===== config.mk =====
export PLATFORM = sky130hd
export DESIGN_NAME = bmhq_seq_flat
export DESIGN_NICKNAME = d
export VERILOG_FILES = /design/src/rtl/core/bmhq_pkg.sv /design/src/rtl/core/bmhq_if.sv /design/src/rtl/core/bmhq_seq.sv /design/src/flat_wrapper.sv
export SDC_FILE = /design/constraint.sdc
export NUM_CORES = 1
export LEC_CHECK = 0
export BUFFER_PORTS_ARGS = -buffer_cell sky130_fd_sc_hd__buf_2
export CAP_MARGIN = 20
export CORE_MARGIN = 3
export CORE_UTILIZATION = 52
export CTS_BUF_LIST = sky130_fd_sc_hd__clkbuf_4 sky130_fd_sc_hd__clkbuf_8 sky130_fd_sc_hd__clkbuf_16
export DETAILED_ROUTE_END_ITERATION = 16
export PLACE_DENSITY = 0.78
export SLEW_MARGIN = 20
export SYNTH_ARGS = -nofsm -noshare
export SYNTH_HDL_FRONTEND = slang
export SYNTH_SLANG_ARGS = --single-unit

===== constraint.sdc =====
create_clock -name clk -period 5.55 [get_ports clk]
set_input_delay 0.8325 -clock clk [delete_from_list [all_inputs] [get_ports clk]]
set_output_delay 0.8325 -clock clk [all_outputs]
set_load 0.05 [all_outputs]

===== src/rtl/core/bmhq_pkg.sv =====
// bmhq_pkg: shared types and constants of the binary min-heap queue.
// No dependencies; bmhq_if, bmhq_seq, binary_min_heap_queue and bmhq_chk import it.
`default_nettype none

package bmhq_pkg;

	// entry count, position and capacity limit width
	localparam int CNT_W = 11;

	localparam logic [CNT_W-1:0] MAX_ENTRIES_RST = 11'd1024;

	localparam logic CMD_INSERT = 1'b0;
	localparam logic CMD_POP    = 1'b1;

	typedef enum logic [1:0] {
		ST_OK    = 2'd0,
		ST_FULL  = 2'd1,
		ST_EMPTY = 2'd2
	} status_t;

	// result side info, sequencer to output stage
	typedef struct packed {
		status_t          status;
		logic [CNT_W-1:0] count;
	} res_info_t;

endpackage

`default_nettype wire


===== src/rtl/core/bmhq_if.sv =====
// bmhq_cmd_if / bmhq_rsp_if: valid/ready channels of the heap queue.
// Depends on bmhq_pkg for the count width.
`default_nettype none

interface bmhq_cmd_if #(
	parameter int KEY_WIDTH  = 32,
	parameter int ATTR_WIDTH = 32
);
	logic                  valid;
	logic                  ready;
	logic                  cmd;
	logic [KEY_WIDTH-1:0]  key;
	logic [ATTR_WIDTH-1:0] attr;

	modport source (output valid, output cmd, output key, output attr, input ready);
	modport sink   (input valid, input cmd, input key, input attr, output ready);
endinterface


`default_nettype wire


===== src/rtl/core/bmhq_seq.sv =====
// bmhq_seq: insert / pop sequencer; sifts entries through the heap RAM.
// Depends on bmhq_pkg and bmhq_cmd_if; drives the ports of one bmhq_ram.
`default_nettype none

module bmhq_seq #(
	parameter int DEPTH      = 1024,
	parameter int KEY_WIDTH  = 32,
	parameter int ATTR_WIDTH = 32,
	localparam int AW        = (DEPTH > 1) ? $clog2(DEPTH) : 1,
	localparam int EW        = KEY_WIDTH + ATTR_WIDTH
) (
	input  wire logic                       clk,
	input  wire logic                       arst_n,
	bmhq_cmd_if.sink                        req,
	input  wire logic [bmhq_pkg::CNT_W-1:0] cap_limit,
	output logic                            res_valid,
	input  wire logic                       res_ready,
	output bmhq_pkg::res_info_t             res_info,
	output logic [ATTR_WIDTH-1:0]           res_attr,
	output logic                            mem_we,
	output logic [AW-1:0]                   mem_waddr,
	output logic [EW-1:0]                   mem_wdata,
	output logic                            mem_re,
	output logic [AW-1:0]                   mem_raddr,
	input  wire logic [EW-1:0]              mem_rdata
);

	import bmhq_pkg::*;

	typedef enum logic [3:0] {
		S_IDLE,
		S_I_RD,   // issue parent read, or place new entry at root
		S_I_CMP,  // parent data back: move parent down or place new entry
		S_P_ROOT, // issue root read
		S_P_LAST, // root back; issue read of last entry
		S_P_LD,   // last entry back
		S_P_RDL,  // issue left child read, or place last entry
		S_P_RDR,  // left back; issue right child read
		S_P_CMP,  // right back; pick smaller child and compare
		S_DONE
	} state_t;

	state_t                state_q;
	logic [CNT_W-1:0]      cnt_q;
	logic [CNT_W-1:0]      pos_q;
	logic [EW-1:0]         new_q;
	logic [EW-1:0]         last_q;
	logic [EW-1:0]         left_q;
	logic                  has_r_q;
	status_t               status_q;
	logic [ATTR_WIDTH-1:0] attr_q;

	logic [CNT_W:0]  child;
	logic [CNT_W:0]  n_ext;
	logic            pick_r;
	logic [EW-1:0]   pick;
	logic            new_lt_par;
	logic            pick_lt_last;

	function automatic logic [AW-1:0] pos_addr(input logic [CNT_W:0] p);
		return AW'(p - 1'b1);
	endfunction

	function automatic logic [KEY_WIDTH-1:0] ekey(input logic [EW-1:0] e);
		return e[EW-1:ATTR_WIDTH];
	endfunction

	assign child        = {pos_q, 1'b0};
	assign n_ext        = {1'b0, cnt_q};
	assign pick_r       = has_r_q && (ekey(mem_rdata) < ekey(left_q));
	assign pick         = pick_r ? mem_rdata : left_q;
	assign pick_lt_last = ekey(pick) < ekey(last_q);
	assign new_lt_par   = ekey(new_q) < ekey(mem_rdata);

	assign req.ready = (state_q == S_IDLE);
	assign res_valid = (state_q == S_DONE);
	assign res_info  = '{status: status_q, count: cnt_q};
	assign res_attr  = attr_q;

	// RAM port control; reads never target an entry written earlier in the same op
	always_comb begin
		mem_we    = 1'b0;
		mem_waddr = pos_addr({1'b0, pos_q});
		mem_wdata = last_q;
		mem_re    = 1'b0;
		mem_raddr = '0;
		unique case (state_q)
			S_I_RD: begin
				if (pos_q == CNT_W'(1)) begin
					mem_we    = 1'b1;
					mem_wdata = new_q;
				end else begin
					mem_re    = 1'b1;
					mem_raddr = pos_addr({2'b00, pos_q[CNT_W-1:1]});
				end
			end
			S_I_CMP: begin
				mem_we    = 1'b1;
				mem_wdata = new_lt_par ? mem_rdata : new_q;
			end
			S_P_ROOT: begin
				mem_re    = 1'b1;
				mem_raddr = '0;
			end
			S_P_LAST: begin
				// cnt_q already holds count-1, i.e. the last entry's address
				mem_re    = 1'b1;
				mem_raddr = AW'(cnt_q);
			end
			S_P_RDL: begin
				if (child > n_ext) begin
					mem_we = 1'b1;
				end else begin
					mem_re    = 1'b1;
					mem_raddr = pos_addr(child);
				end
			end
			S_P_RDR: begin
				mem_re    = (child < n_ext);
				mem_raddr = AW'(child);
			end
			S_P_CMP: begin
				mem_we    = 1'b1;
				mem_wdata = pick_lt_last ? pick : last_q;
			end
			S_IDLE, S_P_LD, S_DONE: begin
			end
			default: begin
			end
		endcase
	end

	always_ff @(posedge clk or negedge arst_n) begin
		if (!arst_n) begin
			state_q  <= S_IDLE;
			cnt_q    <= '0;
			pos_q    <= '0;
			new_q    <= '0;
			last_q   <= '0;
			left_q   <= '0;
			has_r_q  <= 1'b0;
			status_q <= ST_OK;
			attr_q   <= '0;
		end else begin
			unique case (state_q)
				S_IDLE: begin
					if (req.valid) begin
						new_q    <= {req.key, req.attr};
						status_q <= ST_OK;
						attr_q   <= '0;
						if (req.cmd == CMD_INSERT) begin
							if (cnt_q < cap_limit) begin
								pos_q   <= cnt_q + CNT_W'(1);
								cnt_q   <= cnt_q + CNT_W'(1);
								state_q <= S_I_RD;
							end else begin
								status_q <= ST_FULL;
								state_q  <= S_DONE;
							end
						end else begin
							if (cnt_q != '0) begin
								cnt_q   <= cnt_q - CNT_W'(1);
								state_q <= S_P_ROOT;
							end else begin
								status_q <= ST_EMPTY;
								state_q  <= S_DONE;
							end
						end
					end
				end
				S_I_RD: begin
					state_q <= (pos_q == CNT_W'(1)) ? S_DONE : S_I_CMP;
				end
				S_I_CMP: begin
					if (new_lt_par) begin
						pos_q   <= pos_q >> 1;
						state_q <= S_I_RD;
					end else begin
						state_q <= S_DONE;
					end
				end
				S_P_ROOT: begin
					state_q <= S_P_LAST;
				end
				S_P_LAST: begin
					attr_q  <= mem_rdata[ATTR_WIDTH-1:0];
					state_q <= S_P_LD;
				end
				S_P_LD: begin
					last_q  <= mem_rdata;
					pos_q   <= CNT_W'(1);
					state_q <= (cnt_q == '0) ? S_DONE : S_P_RDL;
				end
				S_P_RDL: begin
					state_q <= (child > n_ext) ? S_DONE : S_P_RDR;
				end
				S_P_RDR: begin
					left_q  <= mem_rdata;
					has_r_q <= (child < n_ext);
					state_q <= S_P_CMP;
				end
				S_P_CMP: begin
					if (pick_lt_last) begin
						pos_q   <= CNT_W'(child) | CNT_W'(pick_r);
						state_q <= S_P_RDL;
					end else begin
						state_q <= S_DONE;
					end
				end
				S_DONE: begin
					if (res_ready) begin
						state_q <= S_IDLE;
					end
				end
				default: begin
					state_q <= S_IDLE;
				end
			endcase
		end
	end

endmodule

`default_nettype wire


===== src/flat_wrapper.sv =====
// flat-port wrapper written by rule: the top's interface ports become plain ports
module bmhq_seq_flat import bmhq_pkg::*;
#(
	parameter int DEPTH      = 1024,
	parameter int KEY_WIDTH  = 32,
	parameter int ATTR_WIDTH = 32,
	localparam int AW        = (DEPTH > 1) ? $clog2(DEPTH) : 1,
	localparam int EW        = KEY_WIDTH + ATTR_WIDTH
)
  (clk, arst_n, cap_limit, res_valid, res_ready, res_info, res_attr, mem_we, mem_waddr, mem_wdata, mem_re, mem_raddr, mem_rdata, req_valid, req_cmd, req_key, req_attr, req_ready);
  bmhq_cmd_if #(.KEY_WIDTH(KEY_WIDTH), .ATTR_WIDTH(ATTR_WIDTH)) req_i ();
  input  wire logic clk;
  input  wire logic arst_n;
  input  wire logic [bmhq_pkg::CNT_W-1:0] cap_limit;
  output logic res_valid;
  input  wire logic res_ready;
  output bmhq_pkg::res_info_t res_info;
  output logic [ATTR_WIDTH-1:0] res_attr;
  output logic mem_we;
  output logic [AW-1:0] mem_waddr;
  output logic [EW-1:0] mem_wdata;
  output logic mem_re;
  output logic [AW-1:0] mem_raddr;
  input  wire logic [EW-1:0] mem_rdata;
  input wire logic [$bits(req_i.valid)-1:0] req_valid;
  input wire logic [$bits(req_i.cmd)-1:0] req_cmd;
  input wire logic [$bits(req_i.key)-1:0] req_key;
  input wire logic [$bits(req_i.attr)-1:0] req_attr;
  output wire logic [$bits(req_i.ready)-1:0] req_ready;
  assign req_i.valid = req_valid;
  assign req_i.cmd = req_cmd;
  assign req_i.key = req_key;
  assign req_i.attr = req_attr;
  assign req_ready = req_i.ready;
  bmhq_seq #(.DEPTH(DEPTH), .KEY_WIDTH(KEY_WIDTH), .ATTR_WIDTH(ATTR_WIDTH)) u_core (.clk(clk), .arst_n(arst_n), .req(req_i), .cap_limit(cap_limit), .res_valid(res_valid), .res_ready(res_ready), .res_info(res_info), .res_attr(res_attr), .mem_we(mem_we), .mem_waddr(mem_waddr), .mem_wdata(mem_wdata), .mem_re(mem_re), .mem_raddr(mem_raddr), .mem_rdata(mem_rdata));
endmodule

## Yosys cells after proc, flatten, opt, wreduce, memory -nomap -nowiden

Index checks and enable logic that the tools add are counted.

| word-level totals | value |
|---|---|
| logic and storage cells | 90 |
| bits of input ports | 144 |
| register bits | 253 |
| output and inout bits | 133 |

| cells by class | value |
|---|---|
| $lt $le $gt $ge | 6 |
| bitwise gates (word level) | 1 |
| muxes and demuxes | 38 |
| equality and inequality tests | 17 |
| reduce and logical (&&, ||, !) cells | 14 |
| add/sub/neg operators | 5 |

Operator list:

| cell | count |
|---|---|
| $mux 64 | 4 |
| $pmux 64 s3 | 1 |
| $lt 32x32->1 | 3 |
| $mux 11 | 7 |
| $pmux 32 s2 | 1 |
| $pmux 11 s4 | 1 |
| $mux 4 | 10 |
| $pmux 10 s4 | 1 |
| $pmux 4 s10 | 1 |
| $mux 32 | 1 |
| $sub 10x1->10 const B | 3 |
| $mux 10 | 2 |
| $eq 4x3->1 const B | 4 |
| $gt 12x11->1 | 1 |
| $lt 12x11->1 | 1 |
| $add 11x1->11 const B | 1 |
| $eq 11x1->1 const B | 1 |
| $logic_not 11->1 | 1 |
| $lt 11x11->1 | 1 |
| $or 11x1->11 | 1 |
| $reduce_bool 11->1 | 1 |
| $sub 11x1->11 const B | 1 |
| $ne 2x1->1 const B | 5 |
| $eq 4x2->1 const B | 2 |
| other kinds (15) | 26 |

## Longest topological paths before layout

Gate-level depths: netlist of the first run.

| depth | value |
|---|---|
| word-level depth | 6 |
| depth in mapped cells | 21 |
| mapped depth without buffers | 17 |

## Least setup slack after synthesis of the first run

OpenSTA, ideal clock, no wires.

| path | value |
|---|---|
| path kind | in2out |
| start point | input port mem_rdata[49] |
| end point | output port mem_wdata[16] |
| required time | 4.718 ns |
| slack | -0.508 ns |
| data arrival time | 5.225 ns |
| cell stages on the path | 20 |
| cells stage by stage | ha_1 -> a21o_1 -> a221o_1 -> nand2_1 -> nand2_1 -> a211oi_1 -> buf_2 -> buf_2 -> mux2i_1 -> ha_1 -> a211oi_2 -> o22ai_1 -> o211ai_1 -> nand4b_1 -> o21a_1 -> or3_1 -> buf_4 -> buf_6 -> o21ai_0 -> nand4_1 |

| between the ends | value |
|---|---|
| cells in the longest elaborated chain, start to end | 6 |

Ends and longest elaborated chain:

| item | line | RTL |
|---|---|---|
| start: declaration | flat_wrapper.sv:24 | `input wire logic [EW-1:0] mem_rdata;` |
| $lt 32x32->1 | bmhq_seq.sv:70 | `assign pick_r = has_r_q && (ekey(mem_rdata) < ekey(left_q));` |
| $logic_and 1x1->1 | bmhq_seq.sv:70 |  |
| $mux 64 | bmhq_seq.sv:71 | `assign pick = pick_r ? mem_rdata : left_q;` |
| $lt 32x32->1 | bmhq_seq.sv:72 | `assign pick_lt_last = ekey(pick) < ekey(last_q);` |
| $mux 64 | bmhq_seq.sv:124 | `mem_wdata = pick_lt_last ? pick : last_q;` |
| $pmux 64 s3 (*) | bmhq_seq.sv:87 | `unique case (state_q)` |
| end: declaration | flat_wrapper.sv:21 | `output logic [EW-1:0] mem_wdata;` |

Every way passes the cells marked *; elsewhere a longest branch is shown, timed or not.

## Worst setup path in the final report of the first run

| path | value |
|---|---|
| start point | register u_core.left_q[50] |
| end point | output port mem_wdata[63] |

| between the ends | value |
|---|---|
| cells in the longest elaborated chain, start to end | 6 |

Ends and longest elaborated chain:

| item | line | RTL |
|---|---|---|
| start: declaration | bmhq_seq.sv:48 | `logic [EW-1:0] left_q;` |
| start signal: assignment | bmhq_seq.sv:198 | `left_q <= mem_rdata;` |
| $lt 32x32->1 | bmhq_seq.sv:70 |  |
| $logic_and 1x1->1 | bmhq_seq.sv:70 |  |
| $mux 64 (*) | bmhq_seq.sv:71 |  |
| $lt 32x32->1 | bmhq_seq.sv:72 |  |
| $mux 64 (*) | bmhq_seq.sv:124 |  |
| $pmux 64 s3 (*) | bmhq_seq.sv:87 |  |

Marked as above.

==> results of run 1 <==
[worst max-delay path, cell delays in order, from the launching register on]
cell and delay, ns:
dfrtp_1 0.40, inv_2 0.09, ha_4 0.20, and2_4 0.13, a221o_1 0.36, nand2_2 0.13, nand2_4 0.07, a211oi_4 0.27
buf_4 0.17, buf_12 0.13, buf_4 0.12, buf_6 0.22, mux2i_1 0.15, ha_1 0.22, a21oi_2 0.14, o22ai_1 0.11
o211ai_1 0.27, nand4b_1 0.20, buf_6 0.18, o21a_1 0.18, or3_4 0.45, buf_12 0.17, buf_16 0.14, o21ai_2 0.14
nand3_2 0.10, buf_6 0.17
[flip-flops by register name, indices dropped and copies added, names as in the netlist]
register / cells
u_core.res_attr: 32
u_core.left_q: 64
u_core.new_q: 64
u_core.has_r_q: 1
u_core.pos_q: 11
u_core.status_q: 2
u_core.cnt_q: 11
u_core.state_q: 4
u_core.last_q: 64
[where the power goes]
part | internal, mW | total, mW | switching [mW]
Combinational | 3.99 | 10.2 | 6.16
Sequential | 2.75 | 3.51 | 0.758
Clock | 1.25 | 2.06 | 0.815
Total | 7.99 | 15.7 | 7.73
[per-stage QoR]
step | cells | power [mW] | cell area (µm²) | hold slack (ns)
after CTS | 2575 | 15.36 | 21130 | 0.2394
final | 2598 | 15.72 | 21510 | 0.2167
after global placement | 2487 | 11.62 | 18740 | 0.4519
after detailed placement | 2487 | 11.86 | 18740 | 0.4584
after floorplan | 1818 | 9.496 | 16350 | 0.4401
after global routing | 2598 | 16.56 | 21510 | 0.2584
[final cells by class]
type                       instances  area share, %
inverter                         129          2.251
tap                              390          2.268
multi-input combinational       1321          44.87
timing repair buffer             446          16.28
antenna                            6        0.06979
clock buffer                      41          4.112
sequential                       253          29.43
clock inverter                    12         0.7211
[cells in the mapped netlist, types with 3 or more instances]
cell type and number:
dfrtp_1 253, and4_1 3, a21o_1 18, xor2_1 8, o211ai_1 13, o31ai_1 5, o21ai_1 3, o21a_1 8
mux2_4 7, buf_4 3, a21oi_1 40, mux2_2 132, clkbuf_1 87, a22oi_1 38, a41oi_1 3, nand2_1 356
nor3_1 19, o21ai_0 251, a211oi_1 5, a2111oi_0 3, nor2_1 46, nor2b_1 6, buf_2 12, nor4_1 3
or3_1 3, nand4_1 62, ha_1 119, nand2b_1 7, nand3_1 48, nor4b_1 3, inv_1 129, and3_1 9
a222oi_1 7, buf_6 9, xnor2_1 27, mux2i_1 35
[cell usage in the layout (no fill, tap or decap), drive strengths merged, types with 27 or more instances in the layout]
cell,count
ha,119
nand4,62
nand3,48
o21ai,254
clkbuf,44
buf,443
xnor2,27
mux2i,35
dfrtp,253
mux2,139
inv,130
nand2,357
nor2,46
a22oi,38
a21oi,40
[worst paths after layout]
kind	slack [ns]	startpoint	to	cells after the start
worst max-delay path	-0.78	u_core.left_q[50]	mem_wdata[63]	25
worst min-delay path	0.22	arst_n	u_core.new_q[37]	1
worst max register to register	0.51	u_core.left_q[50]	u_core.pos_q[4]	24
worst min register to register	0.47	u_core.left_q[26]	u_core.left_q[26]	2
max in group asynchronous	4.06	arst_n	u_core.new_q[11]	2
min in group clk	0.47	u_core.left_q[26]	u_core.left_q[26]	2
[repair_timing]
action / CTS / global route
endpoints found under the setup margin: 64 / 64
pin swaps: 32 / 27
buffers inserted: 30 / 14
hold buffers: 0 / 0
gates cloned: 6 / 4
resized for setup: 318 / 68
[cell families (layout without fill, tap and decap cells)]
logic type	after synthesis	count (layout)
flip-flops	253	253
AND/OR/NAND/NOR	575	575
adder cells (fa/ha/maj)	119	119
AO/OA/AOI/OAI	418	418
buffers and inverters	244	628
XOR/XNOR	35	35
multiplexers	174	174
other	0	6
[metal layers]
layer  vias to the layer above  track usage (%)  share of wire, %
li1                       7115                -                 -
met1                      7715            41.17                39
met2                       834            52.55                48
met3                       165            4.983               8.1
met4                         4            13.62               4.3
met5                         -                0             0.038
==> out/results.tsv, run 1 <==
metric	value	unit
RSZ-0062 raised after global routing	true	
ranking of synthesized cells by area	dfrtp_1 39%, ha_1 9.2%, mux2_2 9.2%	
Num CTS Buffers	29	
crit path kind	register to output port	
crit path max fanout	17	
Initial Util	53.55	%
average vias per placed instance	6.094	
GPL Wtd Cong	0.8970	
dpl hpwl	34440	µm
Worst slew margin	32.40	%
Final setup viols	64	
Post-DRT Antenna Nets	0	
clk_skew	0.02973	ns
worst skew pair latency	0.57	ns
PD cells	730.9	nW/µm²
Final Hold Vio Count	0	
Worst-Margin Slew	1.014	ns
minimum clock period	6.328	ns
register area share after synthesis	39.26	%
clock-pin slew on the worst setup and hold paths	0.07	ns
Reg area	6331	µm²
FILL cells	2145	
Synth Warn #	0	
Req. time, crit path	4.72	ns
crit end category	output port	
adder-cell area share of the yosys netlist	9.234	%
ys async rst share	100.0	%
largest family of logic cells by synthesized area	simple AND/OR/NAND/NOR gates	
Lkg Pwr	10.11	nW
Slew Limit Fails	0	
dpl ws	-0.8763	ns
Synth Area in XOR/XNOR	1.901	%
First DRT Iteration DRCs	1442	
Mapped Nets	2081	
CTS tree	yes	
I/O Pins	277	
period utilization	114.0	%
number of global-route vias before repair	16030	
Syn Area/Cell	8.869	µm²
die width	182.1	µm
utilization after layout	71.45	%
Final WS setup	-0.7783	ns
fin nets	2443	
Max H-tree Level	1	
antenna violations before repair	8	
Synth Instances	1818	
area grow syn2layout	33.43	%
area leader, netlist	dfrtp_1	
f_max	158.0	MHz
Overflow after GRT	0	
gr usage total	31.62	%
Hold Crit Class	input pin to asynchronous set/reset pin	
CP Launch Type	register	
Post-synth EDFFs	0	
failing checks	setup timing	
IO buf count	276	
Synth cell types	64	
DRC Markers	0	
Wirelength per Cell	21.16	µm
via count	15830	
Synth Area in Compound Gates	15.36	%
first-pass GRT wire length	85340	µm
setup_tns	-45.50	ns
clk buf depth	3	
Die H	182.1	µm
area occupied by multi-input gates	9654	µm²
largest net degree at the start of global routing	123	
CTS sink cnt	253	
post-synthesis mux area share	12.04	%
Primary FF master, synth	dfrtp_1	
simple-gate share of the synthesized area	15.92	%
site row count	63	
Seq cells post-synth	253	
share of cells above drive strength 1	36.47	%
status	finished, violations left	
Root Buffer	clkbuf_16	
Max IR drop VDD	0.5836	mV
CP arrival	5.50	ns
final WL	54970	µm
max cap viols	0	
core area	30110	µm²
top-area cell type share of the netlist area	39.26	%
drt pass-1 iters	6	
Die ar.	33160	µm²
Cell Area, Synth	16120	µm²
No activity file was read; power rests on OpenSTA's default activity.
==> run 2, diff against run 1 <==
==> constraint.sdc (replaced) <==
create_clock -name clk -period 5.7 [get_ports clk]
set_input_delay 0.855 -clock clk [delete_from_list [all_inputs] [get_ports clk]]
set_output_delay 0.855 -clock clk [all_outputs]
set_load 0.05 [all_outputs]
==> out/results.tsv, run 2 (synthesis gave the netlist of run 1 again) <==
metric	value	unit
status	finished, violations left	
failing checks	setup timing	
Post-DRT Antenna Nets	0	
post-route cell area	21190	µm²
largest net degree at the start of global routing	136	
Worst slew margin	22.92	%
switching power	7.567	mW
Worst-Margin Slew	1.147	ns
worst skew pair latency	0.56	ns
clk_skew	0.01555	ns
Final Hold Vio Count	0	
f_max	157.2	MHz
Slew Limit Fails	0	
Final WS setup	-0.6606	ns
site row count	63	
CTS sink cnt	253	
CTS tree	yes	
# hold bufs at CTS	0	
share of cells above drive strength 1	34.14	%
worst r2r src	u_core.left_q[49]	
Hold Slack	0.2332	ns
clock-pin slew on the worst setup and hold paths	0.07	ns
most frequent cells in the layout	352 x nand2_1, 253 x dfrtp_1, 209 x buf_2	
Req. time, crit path	4.85	ns
met1 wire length	21600	µm
Clock power frac	13.4	%
core area	30110	µm²
Hold Crit Class	input pin to asynchronous set/reset pin	
average vias per placed instance	6.142	
IO buf count	276	
CP arrival	5.51	ns
die width	182.1	µm
Num CTS Buffers	29	
Regs by FF count	u_core.last_q: 64 flops, u_core.left_q: 64 flops, u_core.new_q: 64 flops	
Worst R2R Setup Slack	0.61	ns
Max IR drop VDD	0.4451	mV
Area after DPL	18650	µm²
reg-to-reg critical path endpoint	u_core.pos_q[10]	
period utilization	111.6	%
RSZ-0062 raised after global routing	true	
Wirelength per Cell	21.40	µm
First DRT Iteration DRCs	1505	
crit path max fanout	14	
Final setup viols	64	
met3 WL	4711	µm
DRC Markers	0	
gr usage total	31.03	%
Initial Util	53.55	%
Switching Share	49.03	%
WL met2	26080	µm
Lkg Pwr	9.959	nW
combinational share of power	64.6	%
drt pass-1 iters	6	
minimum clock period	6.361	ns
antenna violations before repair	7	
crit end category	output port	
CP Launch Type	register	
dpl ws	-0.7988	ns
Die H	182.1	µm
final WL	55160	µm
via count	15830	
register share of total power	22.1	%
Power Total	15.43	mW
fin nets	2426	
number of global-route vias before repair	15850	
PD cells	728.3	nW/µm²
Max H-tree Level	1	
most common cell after layout, fill and taps aside	nand2_1	
Root Buffer	clkbuf_16	
clk buf depth	3	
I/O Pins	277	
Overflow after GRT	0	
first-pass GRT wire length	84370	µm
dpl hpwl	34190	µm
Die ar.	33160	µm²
Worst R2R Path Depth	23	
area grow syn2layout	31.42	%
cell internal pwr	7.866	mW
uppermost routed layer	met5	
max cap viols	0	
crit path kind	register to output port	
GPL Wtd Cong	0.9336	
run 2: layer usage:
layer	up-vias	track usage (%)
met4	8	13.41
met1	7634	40.58
met5	-	0
met3	202	5.202
li1	7091	-
met2	898	51.08
run 2: worst max path at each step:
| stage | startpoint | to | slack [ns] |
|---|---|---|---|
| 2_1_floorplan | mem_rdata[50] | mem_wdata[0] | -0.007 |
| 6_report | u_core.left_q[49] | mem_wdata[58] | -0.66 |
| 5_1_grt | u_core.left_q[49] | mem_wdata[58] | -0.83 |
| 3_3_place_gp | mem_rdata[34] | mem_wdata[61] | -0.60 |
| 4_1_cts | u_core.left_q[51] | mem_wdata[23] | -0.38 |
| 3_5_place_dp | mem_rdata[34] | mem_wdata[60] | -0.80 |
run 2: area by class of cell:
| type | count | area (µm²) |
|---|---|---|
| Clock inverter | 12 | 191.4 |
| Timing Repair Buffer | 429 | 3373 |
| Inverter | 129 | 484.2 |
| Antenna cell | 3 | 7.507 |
| Sequential cell | 253 | 6331 |
| Multi-Input combinational cell | 1321 | 9443 |
| Fill cell | 2169 | 8921 |
| Tap cell | 390 | 488.0 |
| Clock buffer | 41 | 872.1 |
run 2: what timing repair did:
| item | CTS | global route |
|---|---|---|
| pin swaps | 48 | 49 |
| gates cloned | 5 | 5 |
| gates resized for setup | 213 | 100 |
| setup buffers | 27 | 7 |
| setup endpoints to repair | 64 | 64 |
run 2: metrics by stage:
| step | cells | setup TNS [ns] | utilization (%) |
|---|---|---|---|
| after floorplan | 1818 | -0.2017 | - |
| after global placement | 2480 | -32.81 | 61.94 |
| after detailed placement | 2480 | -43.62 | 61.94 |
| after CTS | 2565 | -18.81 | 68.98 |
| after global routing | 2578 | -45.96 | 70.37 |
| final | 2578 | -32.03 | 70.37 |
run 2: critical path: stages (launching register included):
cell and delay (ns):
dfrtp_1 0.38, inv_2 0.07, ha_4 0.20, a21o_1 0.17, a221o_1 0.35, nand2_2 0.12, nand2_4 0.07, a211oi_4 0.34
buf_6 0.19, buf_8 0.15, buf_4 0.13, mux2i_2 0.23, ha_2 0.31, nand4_1 0.13, o211ai_1 0.11, o211ai_1 0.14
nand4b_1 0.17, buf_4 0.17, o21a_1 0.20, or3_4 0.43, buf_12 0.20, buf_4 0.15, o21ai_2 0.15, nand3_2 0.18
buf_6 0.20
run 2: power by group through the flow:
stage / sequential [mW] / combinational, mW / clock [mW]
2_1_floorplan: 3.53 / 5.64 / 0
5_1_grt: 3.49 / 10.6 / 2.16
6_report: 3.41 / 9.96 / 2.06
3_5_place_dp: 3.34 / 8.23 / 0
3_3_place_gp: 3.31 / 8.04 / 0
4_1_cts: 3.35 / 9.46 / 2.08
